**src/hw/rtl/region_map_frame_allocator_top_defines.svh**
```systemverilog
// assertion macros for the region map frame allocator
// expects clk_i and rst_ni in the scope of every use
`ifndef REGION_MAP_FRAME_ALLOCATOR_TOP_DEFINES_SVH
`define REGION_MAP_FRAME_ALLOCATOR_TOP_DEFINES_SVH

// same-cycle implication, off during reset
`define RMFA_ASSERT_IMPL(lbl, ante, cons, msg) \
  lbl: assert property (@(posedge clk_i) disable iff (!rst_ni) (ante) |-> (cons)) \
    else $error(msg);

// next-cycle implication, off during reset
`define RMFA_ASSERT_NEXT(lbl, ante, cons, msg) \
  lbl: assert property (@(posedge clk_i) disable iff (!rst_ni) (ante) |=> (cons)) \
    else $error(msg);

`endif

```
**src/hw/rtl/rmfa_pkg.sv**
```systemverilog
// shared types and constants of the region map frame allocator
// no dependencies
package rmfa_pkg;

  // fixed field widths
  localparam int ADDR_W    = 32;
  localparam int TYPE_W    = 2;
  localparam int SLOT_W    = 3;
  localparam int RCNT_W    = 4;
  localparam int CFG_IDX_W = 2;

  // request codes
  typedef enum logic [TYPE_W-1:0] {
    REQ_LOAD     = 2'd0,
    REQ_ADDR2NUM = 2'd1,
    REQ_NUM2ADDR = 2'd2,
    REQ_ALLOC    = 2'd3
  } req_type_e;

  // configuration register indexes
  localparam logic [CFG_IDX_W-1:0] CFG_REGION_COUNT = 2'd0;
  localparam logic [CFG_IDX_W-1:0] CFG_HEADER_START = 2'd1;
  localparam logic [CFG_IDX_W-1:0] CFG_HEADER_END   = 2'd2;

  // one entry of the region table
  typedef struct packed {
    logic [ADDR_W-1:0] base;
    logic [ADDR_W-1:0] length;
    logic              reserved;
  } region_entry_t;

endpackage

```
**src/hw/rtl/rmfa_if.sv**
```systemverilog
// valid/ready channels of the region map frame allocator
// depends on rmfa_pkg
interface rmfa_req_if;
  import rmfa_pkg::*;

  logic              valid;
  logic              ready;
  logic [TYPE_W-1:0] req_type;
  logic [SLOT_W-1:0] region_slot;
  logic [ADDR_W-1:0] region_base;
  logic [ADDR_W-1:0] region_length;
  logic              region_reserved;
  logic [ADDR_W-1:0] request_value;

  modport source (
    output valid, req_type, region_slot, region_base, region_length,
           region_reserved, request_value,
    input  ready
  );
  modport sink (
    input  valid, req_type, region_slot, region_base, region_length,
           region_reserved, request_value,
    output ready
  );
endinterface

interface rmfa_rsp_if;
  import rmfa_pkg::*;

  logic              valid;
  logic              ready;
  logic [ADDR_W-1:0] result_value;
  logic              found;

  modport source (output valid, result_value, found, input ready);
  modport sink (input valid, result_value, found, output ready);
endinterface

```
**src/hw/rtl/region_map_frame_allocator_top.sv**
```systemverilog
// top level of the region map frame allocator
// depends on rmfa_pkg, rmfa_if, rmfa_ram and the assertion macro header
//
// Keeps a table of up to MAX_REGIONS memory regions in a small ram and serves
// one request word at a time: region load, address to frame number, frame
// number to address and bump allocation. A lookup walks the table one entry
// at a time, each entry through the states ram read, chunk count and match.
// An allocation runs one frame to address walk per step, passes the header
// window states for each window skip (at most MAX_REGIONS + 1 steps), and
// ends with one final address to frame walk. A new request word is taken
// while the previous result still waits in the output register.
`include "region_map_frame_allocator_top_defines.svh"

module region_map_frame_allocator_top #(
  parameter int MAX_REGIONS = 8,
  parameter int PAGE_BITS   = 12
) (
  input  logic                          clk_i,
  input  logic                          rst_ni,
  rmfa_req_if.sink                      req_i,
  rmfa_rsp_if.source                    rsp_o,
  input  logic                          cfg_we_i,
  input  logic [rmfa_pkg::CFG_IDX_W-1:0] cfg_idx_i,
  input  logic [rmfa_pkg::ADDR_W-1:0]    cfg_wdata_i
);
  import rmfa_pkg::*;

  localparam int AW      = (MAX_REGIONS > 1) ? $clog2(MAX_REGIONS) : 1;
  localparam int RIDX_W  = $clog2(MAX_REGIONS + 1);
  localparam int ACT_W   = (RIDX_W > RCNT_W) ? RIDX_W : RCNT_W;
  localparam int CHUNK_W = ADDR_W - PAGE_BITS;
  localparam int KEY_W   = ADDR_W + 1;
  localparam int DIFF_W  = KEY_W + 1;
  localparam int ENTRY_W = $bits(region_entry_t);

  // sequencer states
  localparam logic [2:0] S_IDLE = 3'd0;
  localparam logic [2:0] S_RD   = 3'd1;
  localparam logic [2:0] S_CC   = 3'd2;
  localparam logic [2:0] S_EV   = 3'd3;
  localparam logic [2:0] S_WIN1 = 3'd4;
  localparam logic [2:0] S_WIN2 = 3'd5;
  localparam logic [2:0] S_FIN  = 3'd6;

  // control registers
  logic [2:0]        state_q, state_d;
  logic              rsp_valid_q, rsp_valid_d;
  logic [ADDR_W-1:0] next_frame_q, next_frame_d;
  logic [RCNT_W-1:0] region_count_q;
  logic [ADDR_W-1:0] header_start_q, header_end_q;

  // working registers
  req_type_e          op_q, op_d;
  logic               walk_addr_q, walk_addr_d;
  logic [RIDX_W-1:0]  r_q, r_d;
  logic [RIDX_W-1:0]  it_q, it_d;
  logic [KEY_W-1:0]   key_q, key_d;
  logic [KEY_W-1:0]   cnt_q, cnt_d;
  logic [ADDR_W-1:0]  base_q, base_d;
  logic               resv_q, resv_d;
  logic [CHUNK_W-1:0] chunk_q, chunk_d;
  logic [DIFF_W-1:0]  off_q, off_d;
  logic [ADDR_W-1:0]  aval_q, aval_d;
  logic [CHUNK_W-1:0] kraw_q, kraw_d;
  logic [ADDR_W-1:0]  res_q, res_d;
  logic               ok_q, ok_d;
  logic [ADDR_W-1:0]  rsp_value_q, rsp_value_d;
  logic               rsp_found_q, rsp_found_d;

  // table ram
  logic               ram_we;
  region_entry_t      ram_wentry;
  logic [ENTRY_W-1:0] ram_rdata;
  region_entry_t      ent;

  rmfa_ram #(
    .WIDTH (ENTRY_W),
    .DEPTH (MAX_REGIONS)
  ) u_table (
    .clk_i   (clk_i),
    .we_i    (ram_we),
    .waddr_i (AW'(req_i.region_slot)),
    .wdata_i (ram_wentry),
    .raddr_i (r_q[AW-1:0]),
    .rdata_o (ram_rdata)
  );

  assign ent = region_entry_t'(ram_rdata);

  always_comb begin
    ram_wentry.base     = req_i.region_base;
    ram_wentry.length   = req_i.region_length;
    ram_wentry.reserved = req_i.region_reserved;
  end

  // active entry count, clipped to the table depth
  logic [ACT_W-1:0]  rc_ext;
  logic [RIDX_W-1:0] act_lim;

  assign rc_ext  = ACT_W'(region_count_q);
  assign act_lim = (rc_ext > ACT_W'(MAX_REGIONS)) ? RIDX_W'(MAX_REGIONS) : RIDX_W'(rc_ext);

  // chunk count and offsets from the entry just read
  logic [ADDR_W-1:0] len_m1, span_m1;

  assign len_m1  = ent.length - ADDR_W'(1);
  assign span_m1 = (len_m1 < ~ent.base) ? len_m1 : ~ent.base;

  // match of the current region
  logic [KEY_W-1:0]  pos, chunk_ext, cnt_sum, num_res;
  logic [ADDR_W-1:0] chunk_addr, hdr_gap;
  logic              hit, in_win;

  assign chunk_ext  = KEY_W'(chunk_q);
  assign pos        = walk_addr_q ? off_q[KEY_W-1:0] : KEY_W'(off_q[KEY_W-1:PAGE_BITS]);
  assign hit        = !off_q[DIFF_W-1] && (pos < chunk_ext);
  assign cnt_sum    = cnt_q + chunk_ext;
  assign num_res    = cnt_q + pos + KEY_W'(1);
  assign chunk_addr = base_q + {off_q[CHUNK_W-1:0], {PAGE_BITS{1'b0}}};
  assign in_win     = (aval_q >= header_start_q) && (aval_q <= header_end_q);
  assign hdr_gap    = header_end_q - base_q;

  assign req_i.ready = (state_q == S_IDLE);

  // sequencer
  always_comb begin
    state_d      = state_q;
    rsp_valid_d  = rsp_valid_q;
    next_frame_d = next_frame_q;
    op_d         = op_q;
    walk_addr_d  = walk_addr_q;
    r_d          = r_q;
    it_d         = it_q;
    key_d        = key_q;
    cnt_d        = cnt_q;
    base_d       = base_q;
    resv_d       = resv_q;
    chunk_d      = chunk_q;
    off_d        = off_q;
    aval_d       = aval_q;
    kraw_d       = kraw_q;
    res_d        = res_q;
    ok_d         = ok_q;
    rsp_value_d  = rsp_value_q;
    rsp_found_d  = rsp_found_q;
    ram_we       = 1'b0;

    // result word taken downstream
    if (rsp_valid_q && rsp_o.ready) begin
      rsp_valid_d = 1'b0;
    end

    case (state_q)
      S_IDLE: begin
        if (req_i.valid) begin
          op_d  = req_type_e'(req_i.req_type);
          r_d   = '0;
          cnt_d = '0;
          it_d  = '0;
          res_d = '0;
          ok_d  = 1'b0;
          case (req_type_e'(req_i.req_type))
            REQ_LOAD: begin
              if (int'(req_i.region_slot) < MAX_REGIONS) begin
                ram_we = 1'b1;
                ok_d   = 1'b1;
              end
              state_d = S_FIN;
            end
            REQ_ADDR2NUM: begin
              key_d       = {1'b0, req_i.request_value};
              walk_addr_d = 1'b0;
              state_d     = S_RD;
            end
            REQ_NUM2ADDR: begin
              key_d       = {1'b0, req_i.request_value};
              walk_addr_d = 1'b1;
              state_d     = S_RD;
            end
            REQ_ALLOC: begin
              key_d       = {1'b0, next_frame_q};
              walk_addr_d = 1'b1;
              state_d     = S_RD;
            end
            default: begin
              state_d = S_FIN;
            end
          endcase
        end
      end

      // entry address on the ram, or end of walk
      S_RD: begin
        if ((key_q == '0) || (r_q >= act_lim)) begin
          res_d   = '0;
          ok_d    = 1'b0;
          state_d = S_FIN;
        end else begin
          state_d = S_CC;
        end
      end

      // chunk count and offset of the entry
      S_CC: begin
        base_d  = ent.base;
        resv_d  = ent.reserved;
        chunk_d = (ent.length == '0) ? '0 : span_m1[ADDR_W-1:PAGE_BITS];
        if (walk_addr_q) begin
          off_d = {1'b0, key_q} - {1'b0, cnt_q} - DIFF_W'(1);
        end else begin
          off_d = {2'b00, key_q[ADDR_W-1:0]} - {2'b00, ent.base};
        end
        state_d = S_EV;
      end

      // match against the entry
      S_EV: begin
        if (hit && walk_addr_q && !resv_q) begin
          if (op_q == REQ_ALLOC) begin
            aval_d  = chunk_addr;
            state_d = S_WIN1;
          end else begin
            res_d   = chunk_addr;
            ok_d    = 1'b1;
            state_d = S_FIN;
          end
        end else if (hit && !walk_addr_q) begin
          res_d = num_res[ADDR_W-1:0];
          ok_d  = 1'b1;
          if (op_q == REQ_ALLOC) begin
            next_frame_d = num_res[ADDR_W-1:0] + ADDR_W'(1);
          end
          state_d = S_FIN;
        end else begin
          // reserved region hands the request to the first chunk after it
          if (hit) begin
            key_d = cnt_sum + KEY_W'(1);
          end
          cnt_d   = cnt_sum;
          r_d     = r_q + RIDX_W'(1);
          state_d = S_RD;
        end
      end

      // header window test of the candidate chunk
      S_WIN1: begin
        kraw_d = hdr_gap[ADDR_W-1:PAGE_BITS];
        r_d    = '0;
        if (in_win) begin
          state_d = S_WIN2;
        end else begin
          key_d       = {1'b0, aval_q};
          walk_addr_d = 1'b0;
          cnt_d       = '0;
          state_d     = S_RD;
        end
      end

      // step past the window chunks of this region
      S_WIN2: begin
        if (it_q == RIDX_W'(MAX_REGIONS)) begin
          res_d   = '0;
          ok_d    = 1'b0;
          state_d = S_FIN;
        end else begin
          key_d = (kraw_q >= chunk_q) ? (cnt_sum + KEY_W'(1))
                                      : (cnt_q + KEY_W'(kraw_q) + KEY_W'(2));
          it_d        = it_q + RIDX_W'(1);
          walk_addr_d = 1'b1;
          cnt_d       = '0;
          r_d         = '0;
          state_d     = S_RD;
        end
      end

      // hand the result to the output register
      S_FIN: begin
        if (!rsp_valid_q || rsp_o.ready) begin
          rsp_valid_d = 1'b1;
          rsp_value_d = ok_q ? res_q : '0;
          rsp_found_d = ok_q;
          state_d     = S_IDLE;
        end
      end

      default: begin
        state_d = S_IDLE;
      end
    endcase
  end

  // control state and configuration registers
  always_ff @(posedge clk_i or negedge rst_ni) begin
    if (!rst_ni) begin
      state_q        <= S_IDLE;
      rsp_valid_q    <= 1'b0;
      next_frame_q   <= ADDR_W'(1);
      region_count_q <= '0;
      header_start_q <= '0;
      header_end_q   <= '0;
    end else begin
      state_q      <= state_d;
      rsp_valid_q  <= rsp_valid_d;
      next_frame_q <= next_frame_d;
      if (cfg_we_i) begin
        case (cfg_idx_i)
          CFG_REGION_COUNT: region_count_q <= cfg_wdata_i[RCNT_W-1:0];
          CFG_HEADER_START: header_start_q <= cfg_wdata_i;
          CFG_HEADER_END:   header_end_q   <= cfg_wdata_i;
          default: begin
          end
        endcase
      end
    end
  end

  // working registers
  always_ff @(posedge clk_i) begin
    op_q        <= op_d;
    walk_addr_q <= walk_addr_d;
    r_q         <= r_d;
    it_q        <= it_d;
    key_q       <= key_d;
    cnt_q       <= cnt_d;
    base_q      <= base_d;
    resv_q      <= resv_d;
    chunk_q     <= chunk_d;
    off_q       <= off_d;
    aval_q      <= aval_d;
    kraw_q      <= kraw_d;
    res_q       <= res_d;
    ok_q        <= ok_d;
    rsp_value_q <= rsp_value_d;
    rsp_found_q <= rsp_found_d;
  end

  assign rsp_o.valid        = rsp_valid_q;
  assign rsp_o.result_value = rsp_value_q;
  assign rsp_o.found        = rsp_found_q;

  // checks on the sequencer
  `RMFA_ASSERT_IMPL(a_walk_in_range, (state_q == S_CC) || (state_q == S_EV), r_q < act_lim, "walk index beyond active regions")
  `RMFA_ASSERT_IMPL(a_key_nonzero, state_q == S_CC, key_q != '0, "walk started with zero key")
  `RMFA_ASSERT_IMPL(a_win_alloc_only, (state_q == S_WIN1) || (state_q == S_WIN2), op_q == REQ_ALLOC, "window step outside allocation")
  `RMFA_ASSERT_IMPL(a_nf_update, !$stable(next_frame_q), ($past(state_q) == S_EV) && ($past(op_q) == REQ_ALLOC), "next frame moved outside allocation")
  `RMFA_ASSERT_IMPL(a_rsp_from_fin, $rose(rsp_valid_q), $past(state_q) == S_FIN, "result word raised outside finish")

endmodule

```
**src/hw/rtl/rmfa_ram.sv**
```systemverilog
// generic simple dual-port ram, one write and one registered read port
// no dependencies
module rmfa_ram #(
  parameter int WIDTH = 8,
  parameter int DEPTH = 8,
  parameter int AW    = (DEPTH > 1) ? $clog2(DEPTH) : 1
) (
  input  logic             clk_i,
  input  logic             we_i,
  input  logic [AW-1:0]    waddr_i,
  input  logic [WIDTH-1:0] wdata_i,
  input  logic [AW-1:0]    raddr_i,
  output logic [WIDTH-1:0] rdata_o
);

  logic [WIDTH-1:0] mem_q [DEPTH];
  logic [WIDTH-1:0] rdata_q;

  // write and registered read
  always_ff @(posedge clk_i) begin
    if (we_i) begin
      mem_q[waddr_i] <= wdata_i;
    end
    rdata_q <= mem_q[raddr_i];
  end

  assign rdata_o = rdata_q;

endmodule

```
**src/flat_wrapper.sv**
```systemverilog
// flat-port wrapper written by rule: the top's interface ports become plain ports
module region_map_frame_allocator_top_flat import rmfa_pkg::*;
#(
  parameter int MAX_REGIONS = 8,
  parameter int PAGE_BITS   = 12
)
  (clk_i, rst_ni, cfg_we_i, cfg_idx_i, cfg_wdata_i, req_i_valid, req_i_req_type, req_i_region_slot, req_i_region_base, req_i_region_length, req_i_region_reserved, req_i_request_value, req_i_ready, rsp_o_valid, rsp_o_result_value, rsp_o_found, rsp_o_ready);
  rmfa_req_if req_i_i ();
  rmfa_rsp_if rsp_o_i ();
  input  logic clk_i;
  input  logic rst_ni;
  input  logic cfg_we_i;
  input  logic [rmfa_pkg::CFG_IDX_W-1:0] cfg_idx_i;
  input  logic [rmfa_pkg::ADDR_W-1:0] cfg_wdata_i;
  input wire logic [$bits(req_i_i.valid)-1:0] req_i_valid;
  input wire logic [$bits(req_i_i.req_type)-1:0] req_i_req_type;
  input wire logic [$bits(req_i_i.region_slot)-1:0] req_i_region_slot;
  input wire logic [$bits(req_i_i.region_base)-1:0] req_i_region_base;
  input wire logic [$bits(req_i_i.region_length)-1:0] req_i_region_length;
  input wire logic [$bits(req_i_i.region_reserved)-1:0] req_i_region_reserved;
  input wire logic [$bits(req_i_i.request_value)-1:0] req_i_request_value;
  output wire logic [$bits(req_i_i.ready)-1:0] req_i_ready;
  output wire logic [$bits(rsp_o_i.valid)-1:0] rsp_o_valid;
  output wire logic [$bits(rsp_o_i.result_value)-1:0] rsp_o_result_value;
  output wire logic [$bits(rsp_o_i.found)-1:0] rsp_o_found;
  input wire logic [$bits(rsp_o_i.ready)-1:0] rsp_o_ready;
  assign req_i_i.valid = req_i_valid;
  assign req_i_i.req_type = req_i_req_type;
  assign req_i_i.region_slot = req_i_region_slot;
  assign req_i_i.region_base = req_i_region_base;
  assign req_i_i.region_length = req_i_region_length;
  assign req_i_i.region_reserved = req_i_region_reserved;
  assign req_i_i.request_value = req_i_request_value;
  assign req_i_ready = req_i_i.ready;
  assign rsp_o_valid = rsp_o_i.valid;
  assign rsp_o_result_value = rsp_o_i.result_value;
  assign rsp_o_found = rsp_o_i.found;
  assign rsp_o_i.ready = rsp_o_ready;
  region_map_frame_allocator_top #(.MAX_REGIONS(MAX_REGIONS), .PAGE_BITS(PAGE_BITS)) u_core (.clk_i(clk_i), .rst_ni(rst_ni), .req_i(req_i_i), .rsp_o(rsp_o_i), .cfg_we_i(cfg_we_i), .cfg_idx_i(cfg_idx_i), .cfg_wdata_i(cfg_wdata_i));
endmodule
```
**config.mk**
```make
export PLATFORM = sky130hd
export DESIGN_NAME = region_map_frame_allocator_top_flat
export DESIGN_NICKNAME = d
export VERILOG_FILES = /design/src/hw/rtl/rmfa_pkg.sv /design/src/hw/rtl/rmfa_if.sv /design/src/hw/rtl/region_map_frame_allocator_top.sv /design/src/hw/rtl/rmfa_ram.sv /design/src/flat_wrapper.sv
export VERILOG_INCLUDE_DIRS = /design/src /design/src/hw/rtl
export SDC_FILE = /design/constraint.sdc
export NUM_CORES = 2
export LEC_CHECK = 0
export BUFFER_PORTS_ARGS = -buffer_cell sky130_fd_sc_hd__buf_2
export CELL_PAD_IN_SITES_DETAIL_PLACEMENT = 1
export CELL_PAD_IN_SITES_GLOBAL_PLACEMENT = 1
export CORE_MARGIN = 2
export CORE_UTILIZATION = 30
export DETAILED_ROUTE_END_ITERATION = 8
export HOLD_SLACK_MARGIN = 0.08
export PLACE_DENSITY_LB_ADDON = 0.1
export REMOVE_ABC_BUFFERS = 1
export SYNTH_ARGS = -nofsm -noshare
export SYNTH_HDL_FRONTEND = slang
export SYNTH_SLANG_ARGS = --single-unit
```
**constraint.sdc**
```tcl
create_clock -name clk_i -period 6.87 [get_ports clk_i]
set_clock_uncertainty 0.05 [all_clocks]
set_input_delay 2.061 -clock clk_i [delete_from_list [all_inputs] [get_ports clk_i]]
set_output_delay 2.061 -clock clk_i [all_outputs]
set_load 0.1 [all_outputs]
```
# Word-level counts from Yosys, hierarchy flattened
# Memories as Yosys holds them, arrays and structs flattened. A register that Yosys moved wholly into a read port is not among the register bits.
# Cells that the tools add are included.
# W data, S select, Z words.
[totals]
input_bits = 141
ff_bits = 386
ram_bits = 520
memories = 1
[mem_list]
columns = ["name", "words", "width", "rd", "rd_ports_with_merged_regs", "write_ports", "line_no", "source"]
rows = [
  ["u_core.u_table.mem_q", 8, 65, 1, 1, 1, "rmfa_ram.sv:16", "logic [WIDTH-1:0] mem_q [DEPTH];"],
]
[op_classes]
n_lt_le_gt_ge = 7
addsub = 15
n_bitwise = 2
reduce_logical = 38
n_eq_ne = 26
muxes = 63
[ops]
columns = ["op", "n"]
rows = [
  ["$mux W33", 13],
  ["$pmux W33 S4", 2],
  ["$mux W32", 7],
  ["$pmux W32 S4", 1],
  ["$add A33 B20 Y33", 2],
  ["$pmux W33 S2", 1],
  ["$add A32 B1 Y32 const B", 2],
  ["$add A32 B32 Y32", 2],
  ["$mux W34", 1],
  ["$sub A33 B33 Y34", 1],
  ["$sub A34 B1 Y34 const B", 1],
  ["$add A33 B1 Y33 const B", 1],
  ["$add A33 B2 Y33 const B", 1],
  ["$logic_not A33 Y1", 1],
  ["$lt A33 B20 Y1", 1],
  ["$sub A32 B32 Y33", 1],
  ["$ge A32 B32 Y1", 1],
  ["$le A32 B32 Y1", 1],
  ["$logic_not A32 Y1", 1],
  ["$lt A32 B32 Y1", 1],
  ["$not A32 Y32", 1],
  ["$sub A32 B1 Y32 const B", 1],
  ["$sub A32 B32 Y32", 1],
  ["$mux W4", 6],
  ["42 further kinds", 100],
]

# Longest topological paths before layout
[logic_depth]
depth_word = 7
mapped_depth = 21
mapped_depth_nobuf = 19

# Modules after synthesis
# Synthesis repeated with hierarchy kept, for this count alone.
[hier_totals]
hier_cells = 3940
hier_area_um2 = 51005.2
[by_module_without_submodules]
columns = ["mod", "cells_each", "instances", "seq_area_each_um2", "area_each_um2"]
rows = [
  ["region_map_frame_allocator_top", 3111, 1, 11071.9, 30147.7],
  ["rmfa_ram", 829, 1, 16916.2, 20857.5],
]

# Worst setup path after synthesis
# OpenSTA, ideal clock, no wires.
[synth_timing]
kind = "register to register"
from = "register u_core.state_q[2]"
to = "memory u_core.u_table.mem_q[1][0] (netlist name), enable pin"
n_path_buf = 2
setup_ns = 0.569
arrival_ns = 7.857
t_required_ns = 6.251
stages_incl_launch_ff = 7
slack_ns = -1.606
synth_period_minus_slack_ns = 8.476
cell_sequence = "dfrtp_1 > clkbuf_1 > nor3_1 > and2_1 > clkbuf_1 > nand3_1 > nor3_1"
[synth_via]
elab_chain_cells = 4
[synth_rtl]
columns = ["item", "line_no", "source"]
rows = [
  ["start: declaration", "region_map_frame_allocator_top.sv:46", "logic [2:0] state_q, state_d;"],
  ["start signal: assignment", "region_map_frame_allocator_top.sv:302", "state_q <= state_d;"],
  ["$logic_not A3 Y1", "n/a", ""],
  ["named net req_i_ready", "flat_wrapper.sv:22", "output wire logic [$bits(req_i_i.ready)-1:0] req_i_ready;"],
  ["$mux W1", "region_map_frame_allocator_top.sv:153", "case (state_q)"],
  ["$mux W1", "rmfa_ram.sv:21", "if (we_i) begin"],
  ["$mux W1 (not written as such)", "rmfa_ram.sv:22", "mem_q[waddr_i] <= wdata_i;"],
  ["end: declaration", "rmfa_ram.sv:16", ""],
]
# The timed path passes the listed nets, and every way through them passes these cells.

# Worst setup path in the final report
[layout_timing]
from = "register u_core.u_table.rdata_q[5], in the netlist u_core.u_table.rdata_o[5], read port of u_core.u_table.mem_q"
to = "register u_core.chunk_q[0] (data pin)"
[layout_via]
elab_chain_cells = 3
elab_cells_between_ends = 4
[layout_rtl]
columns = ["item", "line_no", "source"]
rows = [
  ["start: declaration", "rmfa_ram.sv:17", "logic [WIDTH-1:0] rdata_q;"],
  ["$sub A32 B1 Y32", "region_map_frame_allocator_top.sv:106", "assign len_m1 = ent.length - ADDR_W'(1);"],
  ["$lt A32 B32 Y1", "region_map_frame_allocator_top.sv:107", "assign span_m1 = (len_m1 < ~ent.base) ? len_m1 : ~ent.base;"],
  ["$mux W32", "region_map_frame_allocator_top.sv:107", ""],
  ["end signal: assignment", "region_map_frame_allocator_top.sv:327", "chunk_q <= chunk_d;"],
  ["end: declaration", "region_map_frame_allocator_top.sv:61", "logic [CHUNK_W-1:0] chunk_q, chunk_d;"],
]
# Several ways; a longest one is shown, not always the timed one.
# A chain may end at the register's enable or synchronous reset.

==> flow_summary.yaml <==
run_status:
  outcome: "completed"
placed_design:
  place_congestion: 0.845
  port_buffers: 175
  place_inst: 6387
  dp_hpwl_mm: 131
timing:
  finalCriticalPeriod_ns: 5.69
  slew_viol_final: 0
  max_slew_margin: 0.296
  setup-violations-final: 0
  hold_slack_ns: 0.362
  finalHoldViolCount: 0
  timing.final.crit_share: 0.828
  max_freq_mhz: 176
  rsz0062_at_grt: "false"
  worst_pin_slew_ns: 1.04
  fin_setup_tns_ns: 0
synthesis:
  synth_cell_types: 90
  synthTopCellsByCount: "edfxtp_1 (802), ha_1 (349), nor2_1 (278), a21oi_1 (251), inv_1 (238)"
  yosysWarnings: 0
  synth_area_leader_cell: "edfxtp_1"
  ys_async_sr_fraction: 0.107
  synthFlopType: "edfxtp_1"
  yosysSeqAreaShare: 0.547
  avgSynthCellArea_um2: 12.6
  synth_most_common_cell: "edfxtp_1"
  synth_cells: 4054
  syn_area_um2: 51100
  synth_top_area_frac: 0.471
  ys_ff_latch: 971
  synth-edff-count: 802
  synth_area_leaders: "edfxtp_1 (47%), ha_1 (8.5%), mux4_2 (5.7%), dfrtp_1 (5.0%), mux2_2 (3.5%)"
drt:
  viasPerCell: 5.09
  drt_wl_total_mm: 176
  dr.pass1.iters: 5
  drtIter0Drc: 1942
  vias: 33632
  post_drt_wl_per_cell_um: 26.7
  drc: 0
  ant_nets: 0
grt:
  grt_max_degree: 109
  antenna_found_initial: 18
  overflow: 0
  track_usage: 0.201
  grt_pass1_vias: 35083
  grt_pass1_wl_mm: 254
clocking:
  cts_hold_buf: 0
  worstSkewPairLatency_ns: 0.78
  cts_setup_buffers: 0
  cts_tree: "done"
  cts_resized: 0
  htreeDepth: 3
  clock-root-buffer: "clkbuf_16"
  path_clk_slew_ns: 0.06
  cts.sinks: 971
  cts_buffers: 114
  clockBufferDepth: 3
hold_path:
  hold_class: "reg -> reg"
power_and_ir_drop:
  leakage_nw: 22.3
  power.internal_w: 0.0178
  switching_share: 0.442
  seq_power_share: 0.298
  p_sw_w: 0.0141
  share_comb_of_total_power: 0.506
  ir_drop_mv: 0.267
  power.density_nw_per_um2: 543
  pwr-share-clk: 0.195
worst_setup_path:
  crit_path_max_fanout: 21
  required_ns: 7.34
  arrival_ns: 6.16
  start_kind: "flip-flop"
  endpoint_kind: "flip-flop"
  crit_type: "reg -> reg"
layout:
  final_nets: 4781
  finalNonFillerCells: 6607
  fin_util: 0.348
  layout-drive-gt1-share: 0.172
  syn_to_final_growth_pct: 15.2
floorplan:
  placementRows: 151
  io_pins: 176
  start_util: 0.302
  die_h_um: 417
  die_x_um: 417
  fp.dieArea_um2: 174000
  core_area_um2: 169000
flow_run:
  max_cap_violations: 0
[stage by stage]
step | setup WS, ns | area (um^2) | power, W
finish | 1.18 | 58900 | 0.0320
global route | 0.769 | 58900 | 0.0342
CTS | 1.08 | 58900 | 0.0323
detailed placement | 1.08 | 55100 | 0.0259
global placement | 1.20 | 55100 | 0.0258
floorplan | -2.37 | 50700 | 0.0202
[placed cells by master (no fill, tap or decap), drive strengths merged, types with 23 or more instances in the layout]
cell	synthesis	layout
clkbuf	93	151
a21o	97	97
mux4	130	130
o21ai	154	154
mux2i	29	29
nand2	223	223
or3	23	23
inv	239	245
o21a	37	37
mux2	158	158
ha	349	349
and2	71	71
and3	34	34
a31oi	24	24
dfrtp	103	103
nor4	34	34
a21oi	251	251
nor2	278	278
buf	33	241
clkinv	1	41
a211oi	69	69
nand3	63	63
nor2b	44	44
xor2	98	98
nor3	75	75
dfxtp	65	65
nand4	34	34
edfxtp	802	802
xnor2	140	140
nand2b	65	65
[kinds of logic after synthesis]
logic type / Yosys count / synth area share
AO/OA/AOI/OAI: 801 / 0.101
multiplexers: 317 / 0.0977
AND/OR/NAND/NOR: 1006 / 0.0979
adder cells (fa/ha/maj): 355 / 0.0877
flip-flops: 971 / 0.547
buffers and inverters: 366 / 0.0271
XOR/XNOR: 238 / 0.0409
[final cells by class]
cell class              instances  area (um^2)
repair buffers                241         1500
fillers                     18031       110000
clock inverters                64          728
well taps                    2218         2780
multi-input cells            2717        21900
clock buffers                 151         3110
inverters                     240          901
flip-flops and latches        971        28000
diodes                          5         12.5
[critical path, stage by stage (launching register included)]
cell and delay [ns]:
dfxtp_1 0.33, nor4_1 0.37, nand2_1 0.18, nor3_1 0.51
inv_1 0.18, nor3_1 0.49, nand2_1 0.19, nor2_1 0.18
xor2_1 0.27, ha_1 0.30, a21o_1 0.19, a21o_1 0.17
a21oi_1 0.29, nand4b_1 0.14, a41o_1 0.49, a21o_1 0.52
a211oi_1 0.56
[registers in the layout, indices dropped and copies added, names as in the netlist, 33 cells and up]
signal	count
u_core.cnt_q	33
u_core.u_table.mem_q	520
u_core.key_q	33
u_core.off_q	34
u_core.u_table.rdata_o	65
[layer usage]
| metal | up-vias | routed length, um | part of all wire | track usage |
|---|---|---|---|---|
| li1 | 15779 | - | - | - |
| met1 | 17189 | 81100 | 0.46 | 0.270 |
| met2 | 453 | 86400 | 0.49 | 0.345 |
| met3 | 191 | 4970 | 0.028 | 0.0257 |
| met4 | 20 | 3870 | 0.022 | 0.0462 |
| met5 | - | 131 | 0.00074 | 0 |
[final timing paths]
path / to / depth (start not counted) / from / slack [ns]
worst max-delay path: u_core.chunk_q[0]$_SDFFCE_PN0P_ / 16 / u_core.u_table.rdata_o[5]$_DFF_P_ / 1.18
worst min-delay path: u_core.resv_q$_DFFE_PP_ / 0 / u_core.u_table.rdata_o[0]$_DFF_P_ / 0.36
worst max register to register: u_core.chunk_q[0]$_SDFFCE_PN0P_ / 16 / u_core.u_table.rdata_o[5]$_DFF_P_ / 1.18
worst min register to register: u_core.resv_q$_DFFE_PP_ / 0 / u_core.u_table.rdata_o[0]$_DFF_P_ / 0.36
max in group asynchronous: u_core.header_end_q[14]$_DFFE_PN0P_ / 2 / rst_ni / 4.49
min in group asynchronous: u_core.next_frame_q[27]$_DFFE_PN0P_ / 1 / rst_ni / 1.11
[power by group through the flow]
stage                     Combinational, W  Clock [W]  Sequential [W]
final                               0.0162    0.00624         0.00953
after floorplan                     0.0111          0         0.00914
after CTS                           0.0163    0.00642         0.00959
after global placement              0.0161          0         0.00971
after detailed placement            0.0162          0         0.00970
after global routing                0.0179    0.00661         0.00962
Power figures use the tool's default switching activity.
